<file path="src/hw/rtl/csev_pkg.sv">
`timescale 1ns / 1ps

package csev_pkg;

    // Depth of the coefficient table and the width of its address.
    localparam int MAX_TERMS = 16;
    localparam int C_ADDR_W  = (MAX_TERMS > 1) ? $clog2(MAX_TERMS) : 1;

    // Fixed widths of the Q16.16 data path.
    localparam int C_DATA_W = 32;
    localparam int C_TC_W   = 5;
    localparam int C_CFG_W  = 2;

    // Recurrence values saturate to +-(2^47 - 1); the mapped point to 2^62 - 1.
    localparam logic [46:0] C_ACC_CAP = {47{1'b1}};
    localparam logic [61:0] C_Y_CAP   = {62{1'b1}};

    // The divider retires two quotient bits per cycle over a 64-bit dividend.
    localparam int C_DIV_STEPS = 32;
    localparam int C_DIV_CNT_W = $clog2(C_DIV_STEPS);

    // Configuration register indexes.
    localparam logic [C_CFG_W-1:0] CFG_INTERVAL_LOW  = 2'd0;
    localparam logic [C_CFG_W-1:0] CFG_INTERVAL_HIGH = 2'd1;
    localparam logic [C_CFG_W-1:0] CFG_TERM_COUNT    = 2'd2;

    // Input function codes.
    localparam logic FUNC_LOAD = 1'b0;
    localparam logic FUNC_EVAL = 1'b1;

    typedef enum logic [2:0] {
        E_IDLE,
        E_DIV,
        E_MUL,
        E_UPD,
        E_DONE
    } t_state;

    typedef struct packed {
        logic signed [C_DATA_W-1:0] x;
        logic signed [C_DATA_W-1:0] low;
        logic signed [C_DATA_W-1:0] high;
        logic [C_ADDR_W-1:0]        last_index;
    } t_job;

    typedef struct packed {
        logic signed [C_DATA_W-1:0] value;
        logic                       range_error;
    } t_result;

endpackage

</file>
<file path="src/hw/rtl/csev_coef_mem.sv">
`timescale 1ns / 1ps

module csev_coef_mem (
    input  logic                                i_clk,
    input  logic                                i_wr_en,
    input  logic [csev_pkg::C_ADDR_W-1:0]       i_wr_addr,
    input  logic signed [csev_pkg::C_DATA_W-1:0] i_wr_data,
    input  logic [csev_pkg::C_ADDR_W-1:0]       i_rd_addr,
    output logic signed [csev_pkg::C_DATA_W-1:0] o_rd_data
);

    logic signed [csev_pkg::C_DATA_W-1:0] r_mem [csev_pkg::MAX_TERMS];
    logic signed [csev_pkg::C_DATA_W-1:0] r_rd_data;

    always_ff @(posedge i_clk) begin
        if (i_wr_en) begin
            r_mem[i_wr_addr] <= i_wr_data;
        end
    end

    always_ff @(posedge i_clk) begin
        r_rd_data <= r_mem[i_rd_addr];
    end

    assign o_rd_data = r_rd_data;

endmodule

</file>
<file path="config.mk">
export PLATFORM = sky130hd
export DESIGN_NAME = csev_coef_mem
export DESIGN_NICKNAME = d
export VERILOG_FILES = /design/src/hw/rtl/csev_pkg.sv /design/src/hw/rtl/csev_coef_mem.sv
export SDC_FILE = /design/constraint.sdc
export NUM_CORES = 1
export LEC_CHECK = 0
export BUFFER_PORTS_ARGS = -buffer_cell sky130_fd_sc_hd__buf_2
export CAP_MARGIN = 10
export CORE_AREA = 2 2 261 263
export DETAILED_ROUTE_END_ITERATION = 7
export DIE_AREA = 0 0 263 265
export SYNTH_ARGS = -nofsm -noshare
export SYNTH_HDL_FRONTEND = slang
export SYNTH_SLANG_ARGS = --single-unit
</file>
<file path="constraint.sdc">
create_clock -name i_clk -period 4 [get_ports i_clk]
set_input_delay 0.2 -clock i_clk [delete_from_list [all_inputs] [get_ports i_clk]]
set_output_delay 0.2 -clock i_clk [all_outputs]
set_load 0.005 [all_outputs]
</file>
### After elaboration in Yosys (flattened, before gate mapping)

Memories as Yosys holds them, arrays and structs flattened. A register that Yosys moved wholly into a read port is not among the register bits.
Cells that the tools add are included.

| storage, ports and cells | value |
|---|---|
| flip-flop bits (word level) | 0 |
| RAM bits | 512 |
| input bits | 42 |
| output and inout bits | 32 |
| logic and storage cells | 3 |
| memories | 1 |

Memory list:

| memory | depth | width | rd ports | clocked after Yosys merged registers in | wr ports | RTL line | RTL |
|---|---|---|---|---|---|---|---|
| r_mem | 16 | 32 | 1 | 1 | 1 | csev_coef_mem.sv:12 | `logic signed [csev_pkg::C_DATA_W-1:0] r_mem [csev_pkg::MAX_TERMS];` |

| operators by class | value |
|---|---|
| multiplexer cells | 2 |

Operator list:

| operator | count |
|---|---|
| $mux 1 | 2 |

### Logic depth before layout (Yosys ltp)

| depth | value |
|---|---|
| word-level depth | 2 |
| depth in mapped cells | 5 |
| gate-level depth less buffers | 3 |

### Least setup slack after synthesis

OpenSTA, ideal clock, no wires.

| timing path | value |
|---|---|
| kind | in2reg |
| start point | in i_wr_addr[2] in the netlist's numbering |
| end point | mem r_mem[0][0] in the netlist's numbering, enable pin |
| library setup time | 0.461 ns |
| data arrival time | 2.918 ns |
| data required time | 3.539 ns |
| path slack | 0.620 ns |
| stages | 2 |
| path buffers | 0 |
| cells stage by stage | or3b_2 nor3_1 |

RTL lines:

| what | RTL line | RTL |
|---|---|---|
| start: declaration | csev_coef_mem.sv:6 | `input logic [csev_pkg::C_ADDR_W-1:0] i_wr_addr,` |
| end: declaration | csev_coef_mem.sv:12 |  |

Straight into the memory's write port.

### Worst setup path in the final report

| timing path | value |
|---|---|
| start point | in i_wr_addr[2] in the netlist's numbering |
| end point | mem r_mem[2][9] in the netlist's numbering, enable pin |

Straight into the memory's write port.

==> flow_summary.rst <==
.. list-table::
   :header-rows: 1

   * - Metric
     - Value
   * - Worst endpoint data arrival time
     - 2.12 ns
   * - CTS Sinks
     - 544
   * - XOR/XNOR Fraction of Synth Area
     - 0
   * - Die Height
     - 265 um
   * - Synth Net Count
     - 880
   * - Required time of the critical path
     - 4.29 ns
   * - Weighted congestion at the end of routability-driven global placement
     - 0.707
   * - Quantity of I/O buffers inserted on ports
     - 73
   * - Cell area power density
     - 498 nW/um2
   * - RSZ-0062 raised after global routing
     - no
   * - Syn avg cell area
     - 23.7 um2
   * - Mux contribution to synthesized area
     - 0.145
   * - Yosys top cell by area
     - sky130_fd_sc_hd__edfxtp_1
   * - H-tree levels
     - 2
   * - CP cell instances
     - buf_2 -> or3b_2 -> nor2_4 -> buf_4
   * - Share of power burned in combinational logic
     - 0.050
   * - Wire length per cell
     - 23.4 um
   * - Synth cell types
     - 18
   * - Total of endpoints with negative setup slack in the final report
     - 0
   * - Initial detailed-routing violation count
     - 904
   * - Number of rows created at floorplan
     - 95
   * - Hpwl dp
     - 24,300 um
   * - CTS Root Cell
     - sky130_fd_sc_hd__clkbuf_16
   * - Via count of the first global-routing pass
     - 9,687
   * - X dimension of the die
     - 263 um
   * - Worst-case hold slack
     - 0.270 ns
   * - Mean number of vias per cell
     - 4.82
   * - Via count
     - 9,155
   * - Power Internal
     - 9.24 mW
   * - Adder and majority cell fraction of the synthesized area
     - 0
   * - Synthesized flop and latch total
     - 544
   * - Area fraction in and, or, nand and nor cells after synthesis
     - 0.0127
   * - Worst reg2reg path startpoint
     - r_mem[3][30]$_DFFE_PP_
   * - Count of yosys warnings during synthesis
     - 0
   * - Final critical-path share of the clock period
     - 0.457
   * - Number of non-filler instances in the completed layout
     - 1,900
   * - Total Wirelength
     - 44,400 um
   * - Startpoint type of the worst setup path
     - input pin
   * - Most common cell after layout, fill and taps aside
     - sky130_fd_sc_hd__edfxtp_1
   * - Largest family of logic cells by synthesized area
     - multiplexers
   * - Leading cell types in the layout, fill and taps excluded
     - 512 x sky130_fd_sc_hd__edfxtp_1, 128 x sky130_fd_sc_hd__mux4_2, 71 x sky130_fd_sc_hd__buf_2
   * - Worst hold path startpoint
     - i_rd_addr[3]
   * - Clk slew on worst S/H paths
     - 0.06 ns
   * - Length in cells of the worst reg-to-reg path
     - 3
   * - Least setup slack across all paths after layout
     - 2.17 ns
   * - Post-place setup slack
     - 1.51 ns
   * - Critical setup path kind
     - in2reg
   * - Cell with the largest stage delay on the worst path
     - sky130_fd_sc_hd__nor2_4
   * - Antenna Diode Count
     - 0
   * - Worst-path fanout max
     - 26
   * - Number of fill cells in the layout
     - 6,161
   * - Boundary Pins
     - 74
   * - Pin count of the biggest net entering global routing
     - 56
   * - Longest individual stage delay on the worst path
     - 0.88 ns
   * - Worst setup path startpoint
     - i_wr_addr[2]
   * - Proportion of synthesized chip area in sequential cells
     - 0.807
   * - Pin slew with the least headroom to its limit
     - 1.12 ns
   * - Antenna violations before repair
     - 3
   * - Count of mapped cells out of synthesis
     - 838
   * - Maximum clock skew at final layout
     - 0.0222 ns
   * - Max Root-Sink Buffers
     - 3
   * - WP depth
     - 4
   * - Part of the total power dissipated in the clock network
     - 0.401
   * - Clock Latency Late Sink
     - 0.60 ns
   * - Syn-to-layout area delta
     - 18.3%
   * - Post-CTS Setup Bufs
     - 0
   * - Headroom to the max-slew limit
     - 0.252
   * - Status
     - completed
   * - Register area
     - 16,000 um2
   * - Total Negative Setup Slacks
     - 0 ns
   * - Number of max-slew violations in the final report
     - 0
   * - Net count reported at finish
     - 1,028
   * - DR pass1 iterations
     - 5
   * - Number of buffer and inverter instances along the worst setup path
     - 2
   * - Kind of capture point of the worst setup path
     - flip-flop
   * - Remaining DRCs
     - 0
   * - Category of cells accounting for the largest share of critical-path delay
     - simple AND/OR/NAND/NOR gates
   * - Relative contribution of sequential cells to total power
     - 0.549
   * - Maximum vdd ir drop
     - 0.287 mV
   * - Max-capacitance violation count
     - 0
   * - Fmax
     - 0.547 GHz
   * - Combined area of the multi-input logic cells
     - 3750 um2
   * - Number of stages on the worst hold path
     - 4
   * - Cell Area, Synth
     - 19,900 um2
   * - Path type of the worst min-delay path
     - in2reg
   * - TritonCTS clock tree
     - done
   * - Tot GR Track Use
     - 0.128
   * - Final standard cell area without fillers
     - 23,500 um2
   * - Fraction of power spent switching nets
     - 0.209
   * - Number of placed instances with taps included
     - 1,772
   * - Wire length of the first global-routing pass
     - 65,300 um
   * - Effective utilization at floorplan
     - 0.297
   * - Share of cells above drive strength 1
     - 0.318
   * - Proportion of netlist area held by the largest area contributor
     - 0.774
   * - Final number of hold-violating endpoints
     - 0
   * - Floorplan core area
     - 66,800 um2
   * - Switching pwr
     - 2.45 mW
   * - Standby leakage power
     - 7.43 nW
   * - Global route overflow
     - 0
   * - Fraction of the mapped netlist area in compound gates
     - 0.0242
   * - Placed Area
     - 21,500 um2
   * - TritonCTS Buffers
     - 53
   * - Shortest period the worst path allows
     - 1.83 ns
   * - Largest cells by area after synthesis
     - sky130_fd_sc_hd__edfxtp_1 77%, sky130_fd_sc_hd__mux4_2 15%, sky130_fd_sc_hd__dfxtp_1 3.2%
   * - Number of nets still failing antenna checks after routing
     - 0
   * - Die footprint
     - 69,700 um2
==> routing by layer <==
| metal | GRT usage | vias to the layer above | share of wire |
|---|---|---|---|
| met5 | 0 | - | 0.00083 |
| met3 | 0.0253 | 64 | 0.061 |
| li1 | - | 3868 | - |
| met4 | 0.0363 | 6 | 0.020 |
| met2 | 0.201 | 297 | 0.47 |
| met1 | 0.181 | 4920 | 0.45 |
==> power groups by stage <==
stage | sequential (mW) | combinational (mW) | clock, mW
2_1_floorplan | 6.53 | 0.306 | 0
5_1_grt | 6.42 | 0.639 | 5.01
6_report | 6.41 | 0.589 | 4.69
4_1_cts | 6.42 | 0.604 | 4.81
3_5_place_dp | 6.54 | 0.573 | 0
3_3_place_gp | 6.53 | 0.559 | 0
==> worst reg2reg max path, delay by kind of cell, from the launching register on <==
family,cells,cell delay [ns]
AOI/OAI and AO/OA,1,0.37
muxes,1,0.47
and+or+nand+nor,1,0.14
DFF,1,0.36
==> stage by stage <==
stage / power (mW) / util
2_1_floorplan: 6.83 / -
3_3_place_gp: 7.09 / 0.322
3_5_place_dp: 7.11 / 0.322
4_1_cts: 11.8 / 0.351
5_1_grt: 12.1 / 0.351
6_report: 11.7 / 0.351
==> final cells by class <==
class,instances,area share
sequential,544,0.682
timing repair buffer,136,0.0428
multi-input combinational,251,0.160
clock inverter,30,0.00895
clock buffer,66,0.0598
tap,873,0.0465
==> state kept, by name, indices dropped and copies added, names as in the netlist <==
signal and cells:
r_mem 512, o_rd_data 32
==> cell families after synthesis <==
family	after synthesis
simple gates	59
buf+inv	43
compound gates	64
flops	544
mux	128
==> what timing repair did <==
action,4_1_cts,5_1_grt
resized for setup,0,0
endpoints found under the hold margin,504,0
hold buffers,32,0
==> cells in the mapped netlist (all sizes together) <==
cell,n
and2,1
or3b,1
nor2b,2
clkbuf,17
nand3b,2
nand2b,2
a22oi,64
nand2,33
dfxtp,32
nor3,4
nor2,13
edfxtp,512
mux4,128
nand3,1
buf,26
==> worst paths after layout <==
check,end,slack [ns]
min reg2reg,o_rd_data[25]$_DFF_P_,0.66
max,r_mem[2][9]$_DFFE_PP_,2.17
max reg2reg,o_rd_data[30]$_DFF_P_,2.52
min,o_rd_data[25]$_DFF_P_,0.27
(Power assumes the default switching activity.)
