--- config.mk ---
export PLATFORM = sky130hd
export DESIGN_NAME = csev_engine
export DESIGN_NICKNAME = d
export VERILOG_FILES = /design/src/hw/rtl/csev_pkg.sv /design/src/hw/rtl/csev_engine.sv
export SDC_FILE = /design/constraint.sdc
export NUM_CORES = 2
export LEC_CHECK = 0
export BUFFER_PORTS_ARGS = -buffer_cell sky130_fd_sc_hd__buf_2
export CAP_MARGIN = 20
export CORE_ASPECT_RATIO = 2
export CORE_UTILIZATION = 40
export DETAILED_ROUTE_END_ITERATION = 10
export PLACE_DENSITY = 0.58
export SLEW_MARGIN = 20
export SYNTH_ARGS = -nofsm -noshare
export SYNTH_HDL_FRONTEND = slang
export SYNTH_SLANG_ARGS = --single-unit
--- constraint.sdc ---
create_clock -name i_clk -period 19.4 [get_ports i_clk]
set_input_delay 0.97 -clock i_clk [delete_from_list [all_inputs] [get_ports i_clk]]
set_output_delay 0.97 -clock i_clk [all_outputs]
set_load 0.01 [all_outputs]
--- src/hw/rtl/csev_pkg.sv ---
`timescale 1ns / 1ps

package csev_pkg;

    // Depth of the coefficient table and the width of its address.
    localparam int MAX_TERMS = 16;
    localparam int C_ADDR_W  = (MAX_TERMS > 1) ? $clog2(MAX_TERMS) : 1;

    // Fixed widths of the Q16.16 data path.
    localparam int C_DATA_W = 32;
    localparam int C_TC_W   = 5;
    localparam int C_CFG_W  = 2;

    // Recurrence values saturate to +-(2^47 - 1); the mapped point to 2^62 - 1.
    localparam logic [46:0] C_ACC_CAP = {47{1'b1}};
    localparam logic [61:0] C_Y_CAP   = {62{1'b1}};

    // The divider retires two quotient bits per cycle over a 64-bit dividend.
    localparam int C_DIV_STEPS = 32;
    localparam int C_DIV_CNT_W = $clog2(C_DIV_STEPS);

    // Configuration register indexes.
    localparam logic [C_CFG_W-1:0] CFG_INTERVAL_LOW  = 2'd0;
    localparam logic [C_CFG_W-1:0] CFG_INTERVAL_HIGH = 2'd1;
    localparam logic [C_CFG_W-1:0] CFG_TERM_COUNT    = 2'd2;

    // Input function codes.
    localparam logic FUNC_LOAD = 1'b0;
    localparam logic FUNC_EVAL = 1'b1;

    typedef enum logic [2:0] {
        E_IDLE,
        E_DIV,
        E_MUL,
        E_UPD,
        E_DONE
    } t_state;

    typedef struct packed {
        logic signed [C_DATA_W-1:0] x;
        logic signed [C_DATA_W-1:0] low;
        logic signed [C_DATA_W-1:0] high;
        logic [C_ADDR_W-1:0]        last_index;
    } t_job;

    typedef struct packed {
        logic signed [C_DATA_W-1:0] value;
        logic                       range_error;
    } t_result;

endpackage

--- src/hw/rtl/csev_engine.sv ---
`timescale 1ns / 1ps

module csev_engine (
    input  logic                                 i_clk,
    input  logic                                 i_rst_n,
    input  logic                                 i_start,
    input  csev_pkg::t_job                       i_job,
    input  logic                                 i_out_free,
    input  logic signed [csev_pkg::C_DATA_W-1:0] i_rd_data,
    output logic [csev_pkg::C_ADDR_W-1:0]        o_rd_addr,
    output logic                                 o_busy,
    output logic                                 o_done,
    output csev_pkg::t_result                    o_result
);

    localparam int L_CW = csev_pkg::C_DIV_CNT_W;
    localparam logic [2:0] L_MUL_LAST = 3'd4;
    localparam logic [109:0] L_ROUND = 110'd1 << 29;
    localparam logic signed [49:0] L_ACC_HI = $signed({3'b000, csev_pkg::C_ACC_CAP});
    localparam logic signed [49:0] L_ACC_LO = -L_ACC_HI;
    localparam logic signed [49:0] L_OUT_HI = 50'sd2147483647;
    localparam logic signed [49:0] L_OUT_LO = -50'sd2147483648;

    csev_pkg::t_state r_state, n_state;
    logic [L_CW-1:0]                     r_cnt, n_cnt;
    logic [31:0]                         r_rem, n_rem;
    logic [63:0]                         r_dvd, n_dvd;
    logic [31:0]                         r_den, n_den;
    logic                                r_yneg, n_yneg;
    logic [61:0]                         r_ymag, n_ymag;
    logic signed [47:0]                  r_d, n_d;
    logic signed [47:0]                  r_dd, n_dd;
    logic [csev_pkg::C_ADDR_W-1:0]       r_j, n_j;
    logic                                r_final, n_final;
    logic [2:0]                          r_step, n_step;
    logic [63:0]                         r_pp, n_pp;
    logic [109:0]                        r_acc, n_acc;
    csev_pkg::t_result                   r_result, n_result;

    logic signed [32:0] w_den;
    logic               w_bad;
    logic signed [34:0] w_num;
    logic [33:0]        w_mag;
    logic [32:0]        w_t1, w_t2;
    logic               w_ge1, w_ge2;
    logic [31:0]        w_r1, w_r2;
    logic [63:0]        w_q;
    logic [62:0]        w_a;
    logic               w_dneg;
    logic [46:0]        w_dmag;
    logic [31:0]        w_op_a, w_op_b;
    logic [1:0]         w_prev;
    logic [109:0]       w_pp_ext;
    logic [46:0]        w_pmag;
    logic signed [49:0] w_sp, w_addend, w_sum;
    logic signed [47:0] w_sat_d;
    logic signed [31:0] w_sat_out;

    // Start-of-job mapping terms: denominator and signed numerator of y.
    always_comb begin
        w_den = 33'(i_job.high) - 33'(i_job.low);
        w_bad = w_den[32] || (w_den == '0);
        w_num = (35'(i_job.x) <<< 1) - 35'(i_job.low) - 35'(i_job.high);
        w_mag = w_num[34] ? 34'(-w_num) : w_num[33:0];
    end

    // Two restoring divide steps per cycle.
    always_comb begin
        w_t1  = {r_rem, r_dvd[63]};
        w_ge1 = w_t1 >= {1'b0, r_den};
        w_r1  = w_ge1 ? 32'(w_t1 - {1'b0, r_den}) : w_t1[31:0];
        w_t2  = {w_r1, r_dvd[62]};
        w_ge2 = w_t2 >= {1'b0, r_den};
        w_r2  = w_ge2 ? 32'(w_t2 - {1'b0, r_den}) : w_t2[31:0];
        w_q   = {r_dvd[61:0], w_ge1, w_ge2};
    end

    // Shared 32x32 multiplier operands; the product is built from four partial products.
    always_comb begin
        w_a    = r_final ? {1'b0, r_ymag} : {r_ymag, 1'b0};
        w_dneg = r_d[47];
        w_dmag = w_dneg ? 47'(-r_d) : r_d[46:0];
        w_op_a = r_step[1] ? {1'b0, w_a[62:32]} : w_a[31:0];
        w_op_b = r_step[0] ? {17'd0, w_dmag[46:32]} : w_dmag[31:0];
        w_prev = 2'(r_step - 3'd1);
        unique case (w_prev)
            2'd0:    w_pp_ext = 110'(r_pp);
            2'd3:    w_pp_ext = 110'(r_pp) << 64;
            default: w_pp_ext = 110'(r_pp) << 32;
        endcase
    end

    // Rounded product, recurrence sum and both saturations.
    always_comb begin
        w_pmag   = (r_acc[109:77] != '0) ? csev_pkg::C_ACC_CAP : r_acc[76:30];
        w_sp     = $signed({3'b000, w_pmag});
        if (r_yneg ^ w_dneg) begin
            w_sp = -w_sp;
        end
        w_addend = r_final ? 50'(i_rd_data >>> 1) : 50'(i_rd_data);
        w_sum    = w_sp - 50'(r_dd) + w_addend;
        if (w_sum > L_ACC_HI) begin
            w_sat_d = 48'(L_ACC_HI);
        end else if (w_sum < L_ACC_LO) begin
            w_sat_d = 48'(L_ACC_LO);
        end else begin
            w_sat_d = w_sum[47:0];
        end
        if (w_sum > L_OUT_HI) begin
            w_sat_out = 32'(L_OUT_HI);
        end else if (w_sum < L_OUT_LO) begin
            w_sat_out = 32'(L_OUT_LO);
        end else begin
            w_sat_out = w_sum[31:0];
        end
    end

    always_ff @(posedge i_clk) begin
        if (!i_rst_n) begin
            r_state <= csev_pkg::E_IDLE;
            r_cnt   <= '0;
            r_step  <= '0;
            r_j     <= '0;
            r_final <= 1'b0;
        end else begin
            r_state <= n_state;
            r_cnt   <= n_cnt;
            r_step  <= n_step;
            r_j     <= n_j;
            r_final <= n_final;
        end
    end

    always_ff @(posedge i_clk) begin
        r_rem    <= n_rem;
        r_dvd    <= n_dvd;
        r_den    <= n_den;
        r_yneg   <= n_yneg;
        r_ymag   <= n_ymag;
        r_d      <= n_d;
        r_dd     <= n_dd;
        r_pp     <= n_pp;
        r_acc    <= n_acc;
        r_result <= n_result;
    end

    always_comb begin
        n_state  = r_state;
        n_cnt    = r_cnt;
        n_rem    = r_rem;
        n_dvd    = r_dvd;
        n_den    = r_den;
        n_yneg   = r_yneg;
        n_ymag   = r_ymag;
        n_d      = r_d;
        n_dd     = r_dd;
        n_j      = r_j;
        n_final  = r_final;
        n_step   = r_step;
        n_pp     = r_pp;
        n_acc    = r_acc;
        n_result = r_result;
        o_done   = 1'b0;

        unique case (r_state)
            csev_pkg::E_IDLE: begin
                if (i_start) begin
                    if (w_bad) begin
                        n_result.value       = '0;
                        n_result.range_error = 1'b1;
                        n_state              = csev_pkg::E_DONE;
                    end else begin
                        n_den   = w_den[31:0];
                        n_yneg  = w_num[34];
                        n_dvd   = {w_mag, 30'd0};
                        n_rem   = '0;
                        n_cnt   = '0;
                        n_d     = '0;
                        n_dd    = '0;
                        n_j     = i_job.last_index;
                        n_final = (i_job.last_index == '0);
                        n_state = csev_pkg::E_DIV;
                    end
                end
            end
            csev_pkg::E_DIV: begin
                n_rem = w_r2;
                n_dvd = w_q;
                n_cnt = r_cnt + L_CW'(1);
                if (r_cnt == L_CW'(csev_pkg::C_DIV_STEPS - 1)) begin
                    n_ymag  = (w_q[63:62] != 2'b00) ? csev_pkg::C_Y_CAP : w_q[61:0];
                    n_step  = '0;
                    n_state = csev_pkg::E_MUL;
                end
            end
            csev_pkg::E_MUL: begin
                n_pp   = 64'(w_op_a) * 64'(w_op_b);
                n_acc  = (r_step == '0) ? L_ROUND : r_acc + w_pp_ext;
                n_step = r_step + 3'd1;
                if (r_step == L_MUL_LAST) begin
                    n_state = csev_pkg::E_UPD;
                end
            end
            csev_pkg::E_UPD: begin
                if (r_final) begin
                    n_result.value       = w_sat_out;
                    n_result.range_error = 1'b0;
                    n_state              = csev_pkg::E_DONE;
                end else begin
                    n_d     = w_sat_d;
                    n_dd    = r_d;
                    n_final = (r_j == csev_pkg::C_ADDR_W'(1));
                    n_j     = r_j - csev_pkg::C_ADDR_W'(1);
                    n_step  = '0;
                    n_state = csev_pkg::E_MUL;
                end
            end
            csev_pkg::E_DONE: begin
                o_done = 1'b1;
                if (i_out_free) begin
                    n_state = csev_pkg::E_IDLE;
                end
            end
            default: begin
                n_state = csev_pkg::E_IDLE;
            end
        endcase
    end

    assign o_rd_addr = r_j;
    assign o_busy    = (r_state != csev_pkg::E_IDLE);
    assign o_result  = r_result;

endmodule

## Word-level counts from Yosys, hierarchy flattened

Index checks and enable logic that the tools add are counted.

| word-level totals | value |
|---|---|
| register bits | 510 |
| bits in latches | 0 |
| memory bits (writable) | 0 |
| memory bits (read-only) | 0 |
| output and inout bits | 39 |
| logic and storage cells | 129 |
| memories kept | 0 |

| cells by class | value |
|---|---|
| add/sub/neg operators | 15 |
| multipliers | 1 |
| div/mod/pow operators | 0 |
| $lt $le $gt $ge | 6 |
| equal/unequal tests | 16 |
| shift-type cells | 0 |
| multiplexer cells | 53 |
| bitwise logic cells | 2 |
| reduce and logical (&&, ||, !) cells | 20 |

Operators by type and width:

| operator | number |
|---|---|
| two-way mux 48 bit | 6 |
| two-way mux 32 bit | 8 |
| one-hot mux 110 bit (2 select lines) | 1 |
| one-hot mux 48 bit (2 select lines) | 2 |
| two-way mux 64 bit | 2 |
| one-hot mux 64 bit (2 select lines) | 1 |
| adder 110 bit | 1 |
| two-way mux 33 bit | 3 |
| two-way mux 47 bit | 2 |
| greater-or-equal comparator 33 x 32 -> 1 bit | 2 |
| one-hot mux 33 bit (2 select lines) | 1 |
| multiplier 32 x 32 -> 64 bit | 1 |
| one-hot mux 32 bit (2 select lines) | 1 |
| subtractor 32 bit | 2 |
| two-way mux 63 bit | 1 |
| adder 50 x 32 -> 50 bit | 1 |
| greater-than comparator 50 x 32 -> 1 bit (second input constant) | 1 |
| greater-than comparator 50 x 48 -> 1 bit (second input constant) | 1 |
| less-than comparator 50 x 32 -> 1 bit (second input constant) | 1 |
| less-than comparator 50 x 48 -> 1 bit (second input constant) | 1 |
| two-way mux 50 bit | 1 |
| negation 47 -> 50 bit | 1 |
| subtractor 50 x 48 -> 50 bit | 1 |
| negation 47 bit | 1 |
| 39 further kinds | 70 |

## Logic depth before layout (Yosys ltp)

| logic depth | value |
|---|---|
| depth after elaboration | 11 |
| depth in mapped cells | 46 |
| mapped depth without buffers | 45 |

## Worst setup path after synthesis

OpenSTA, ideal clock, no wires.

| timing path | value |
|---|---|
| path type | register to register |
| from | reg r_state[0] |
| to | reg r_step[1] |
| setup time | 107 ps |
| data arrival time | 15709 ps |
| data required time | 19293 ps |
| slack | 3584 ps |
| stages on the path, launching flop included | 8 |
| period minus slack after synthesis | 15816 ps |
| path through | dfxtp_1 clkbuf_1 nor3b_1 a2bb2oi_1 o211a_1 o221ai_1 a22oi_1 nor2_1 |

| on the way | value |
|---|---|
| word-level cells in the longest chain between the ends | 3 |
| elaborated cells between the ends (all ways) | 8 |
| classes of those cells | 5 x eq/ne; 1 x mux; 2 x reduce/logical |

Ends and longest elaborated chain:

| what | RTL line | text |
|---|---|---|
| start: declaration | csev_engine.sv:24 | `csev_pkg::t_state r_state, n_state;` |
| start signal: assignment | csev_engine.sv:120 | `r_state <= csev_pkg::E_IDLE;` |
| start signal: assignment | csev_engine.sv:126 | `r_state <= n_state;` |
| == test 3 x 2 -> 1 bit or == test 3 x 1 -> 1 bit (tied branches) | csev_engine.sv:165 | `unique case (r_state)` |
| != test 2 bit (no line) or nonzero test 3 bit (tied branches) | -- |  |
| AND reduction 3 bit (no line) | -- |  |
| end signal: assignment | csev_engine.sv:128 | `r_step <= n_step;` |
| end: declaration | csev_engine.sv:35 | `logic [2:0] r_step, n_step;` |

Several ways; a longest one is shown, not always the timed one.
A chain may end at the register's enable or synchronous reset.

## Final worst setup path

| timing path | value |
|---|---|
| from | reg r_d[12] |
| to | reg r_pp[62] (data pin) |

| on the way | value |
|---|---|
| word-level cells in the longest chain between the ends | 4 |

Ends and longest elaborated chain:

| what | RTL line | text |
|---|---|---|
| start: declaration | csev_engine.sv:31 | `logic signed [47:0] r_d, n_d;` |
| start signal: assignment | csev_engine.sv:140 | `r_d <= n_d;` |
| negation 47 bit | csev_engine.sv:82 | `w_dmag = w_dneg ? 47'(-r_d) : r_d[46:0];` |
| two-way mux 47 bit (*) | csev_engine.sv:82 |  |
| two-way mux 32 bit (*) | csev_engine.sv:84 | `w_op_b = r_step[0] ? {17'd0, w_dmag[46:32]} : w_dmag[31:0];` |
| multiplier 32 x 32 -> 64 bit (*) | csev_engine.sv:197 | `n_pp = 64'(w_op_a) * 64'(w_op_b);` |
| end signal: assignment | csev_engine.sv:142 | `r_pp <= n_pp;` |
| end: declaration | csev_engine.sv:36 | `logic [63:0] r_pp, n_pp;` |

Every way passes the cells marked *; elsewhere a longest branch is shown, timed or not.

==> summary.md <==
| Metric | Value |
|---|---|
| CTS root buffer | clkbuf_16 |
| Crit start category | flip-flop |
| Die Wd | 308 um |
| Post-CTS Setup Repair Bufs | 0 |
| Core area | 0.186 mm2 |
| # DRC | 0 |
| Pin count of the biggest net entering global routing | 145 |
| Most frequent CP cell | fa_1 |
| Synth area leader | fa_1 |
| # clock sinks | 510 |
| Count leader, synth | inv_1 |
| Vias post-DR | 63500 |
| Main flop type after synthesis | edfxtp_1 |
| Max Cap Viol | 0 |
| IO Pins | 175 |
| Sequential-to-total area share from yosys stat | 20.2% |
| Area delta synth->final | 7.79% |
| Hold WC Path Type | flip-flop to flip-flop |
| CP max-delay cell | nor4_1 |
| Clock insertion delay at the later pin of the skew report | roughly 0.75 ns |
| Max clock buf depth | 3 |
| Async SR Flop Fraction | 0% |
| Count of final setup violators | 0 |
| Pre-CTS WS | 5.94 ns |
| DRT Pass-1 Iters | 9 |
| Placed cell count | approximately 11000 |
| Hold_buf cts | 0 |
| Tmin final | between 10 and 15 ns |
| GP Congestion | a little over 1 |
| Row Count | 224 |
| Final HPWL DP | about 250 mm |
| Initial antenna violation count | 11 |
| Fin nets | between 10000 and 15000 |
| Remaining antenna violation count | 0 |
| Vias in the first global route | 68100 |
| Slew @ Worst Pin | 1.26 ns |
| WL final | between 300 and 400 mm |
| Vias per cell | between 5 and 6 |
| TritonCTS buffer count | 55 |
| Clock slew at reported path FFs | 0.07 ns |
| Synth unique cells | 86 |
| CTS resizes | 0 |
| Critical path class | flip-flop to flip-flop |
| Final worst setup slack | 5.71 ns |
| Worst EP required | 19.89 ns |
| Yosys top cell area share | 26.2% |
| CP Capture Type | flip-flop |
| F_max | 0.0731 GHz |
| Synth warnings | 0 |
| Main area contributors after synthesis | fa_1 26%, edfxtp_1 20%, ha_1 9.9% |
| Routed WL per cell | 28.3 um |
| CTS tree | yes |
| Commonest cells post-synth | 1215 x inv_1, 981 x fa_1, 980 x nor2_1 |
| Initial Util | 40.3% |
| Crit path largest cell delay | 0.63 ns |
| Slew Limit Headroom | 15.8% |
| Max FO, Critical Path | 24 |
| Worst EP arrival | 14.18 ns |
| Final non-filler cell total | 11100 |
| Avg Inst Size Synth | 8.82 um2 |
| Final worst-path cycle share | 70.5% |
| Tot GR Track Use | about a third |
| Final hold vios | 0 |
| Cells after Synth | 8511 |
| Initial DRC count | 4313 |
| Mapped cell area | between 0.07 and 0.08 mm2 |
| Status | finished clean |
| Die area | 0.189 mm2 |
| Global-route wire length before repair | approximately 450 mm |
| Synth Register Bits | 510 |
| Sum Neg Setup Slack | 0 ns |
| Net Count, Synth | 10200 |
| Overflow after GRT | 0 |
| Number of flops mapped to enable cells by yosys | 494 |
| I/O Buffers | between 150 and 200 |
| Ratio of cells with drive above 1 in the final layout | 6.99% |
| Max-slew violations | 0 |
| Die height | 615 um |
| RSZ-0062 raised after global routing | false |
| H-tree levels | 2 |
| Fillers | around 19000 |
| Final Skew | 0.0573 ns |
-- kinds of logic after synthesis --
group	after synthesis	share of synthesized area (%)
buffers and inverters	1598	8.02
AND/OR/NAND/NOR	2798	16.9
flip-flops	510	20.2
multiplexers	97	1.37
AO/OA/AOI/OAI	1542	12.9
adder cells (fa/ha/maj)	1577	36.1
XOR/XNOR	389	4.54
-- layer usage --
| layer | track usage (%) | vias up | part of all wire, % |
|---|---|---|---|
| met5 | 0 | - | 0.0096 |
| met4 | 36.1 | 4 | 14 |
| met3 | 5.17 | 1304 | 5.1 |
| met2 | 61.2 | 2603 | 52 |
| met1 | 28.2 | 31600 | 29 |
| li1 | - | 28000 | - |
-- per-stage QoR --
| step | area (um2) | util (%) | hold WS (ns) |
|---|---|---|---|
| 6_report | 80900 | 43.5 | 0.521 |
| 5_1_grt | 80900 | 43.5 | 0.550 |
| 4_1_cts | 80800 | 43.4 | 0.520 |
| 3_5_place_dp | 79000 | 42.5 | 0.513 |
| 3_3_place_gp | 79000 | 42.5 | 0.503 |
| 2_1_floorplan | 75000 | - | 0.493 |
-- worst paths after layout --
path                                   start           end  slack, ns  cells after the start
worst max-delay path                 r_d[12]      r_pp[62]       5.71                     40
worst max register to register       r_d[12]      r_pp[62]       5.71                     40
worst min-delay path            o_rd_addr[1]  o_rd_addr[1]       0.52                      2
worst min register to register  o_rd_addr[1]  o_rd_addr[1]       0.52                      2
-- cells in the final DEF, fill, tap and decap left out, types with 155 or more instances in the layout --
| cell | Yosys | layout |
|---|---|---|
| xnor2_1 | 210 | 209 |
| inv_1 | 1215 | 1213 |
| edfxtp_1 | 494 | 494 |
| nor2_1 | 980 | 973 |
| buf_2 | 3 | 174 |
| a21oi_1 | 436 | 430 |
| a21o_1 | 183 | 183 |
| xor2_1 | 179 | 178 |
| fa_1 | 981 | 981 |
| buf_4 | 0 | 160 |
| o21ai_0 | 430 | 426 |
| ha_1 | 596 | 594 |
| and2_1 | 157 | 155 |
| nand2_1 | 912 | 909 |
-- final cells by class --
class	count	area (um2)	share of cell area [%]
Clock inverter	43	410	0.507
Sequential cell	510	15200	18.7
Inverter	1218	4570	5.65
Timing Repair Buffer	335	2090	2.59
Clock buffer	60	1400	1.72
Antenna cell	6	15.0	0.0186
Multi-Input combinational cell	6403	54100	66.9
Tap cell	2486	3110	3.85
-- critical path: cells and delay by family, from the launching register on --
family	cells	cell delay (ns)
AOI/OAI and AO/OA	12	2.86
xor gates and xnor gates	1	0.09
adders and majority gates	9	4.51
buffers and inverters	6	0.85
DFF	1	0.44
and+or+nand+nor	12	4.65
-- sequential cells by signal, indices dropped and copies added (netlist names), 5 cells and up --
| register | count |
|---|---|
| r_acc | 110 |
| r_dvd | 64 |
| r_pp | 64 |
| r_ymag | 62 |
| r_d | 48 |
| r_dd | 48 |
| o_result | 33 |
| r_den | 32 |
| r_rem | 32 |
| r_cnt | 5 |
Power is left out: the tool's default activity adds up to more than one toggle a clock period on the data nets, which glitch-free logic cannot reach.
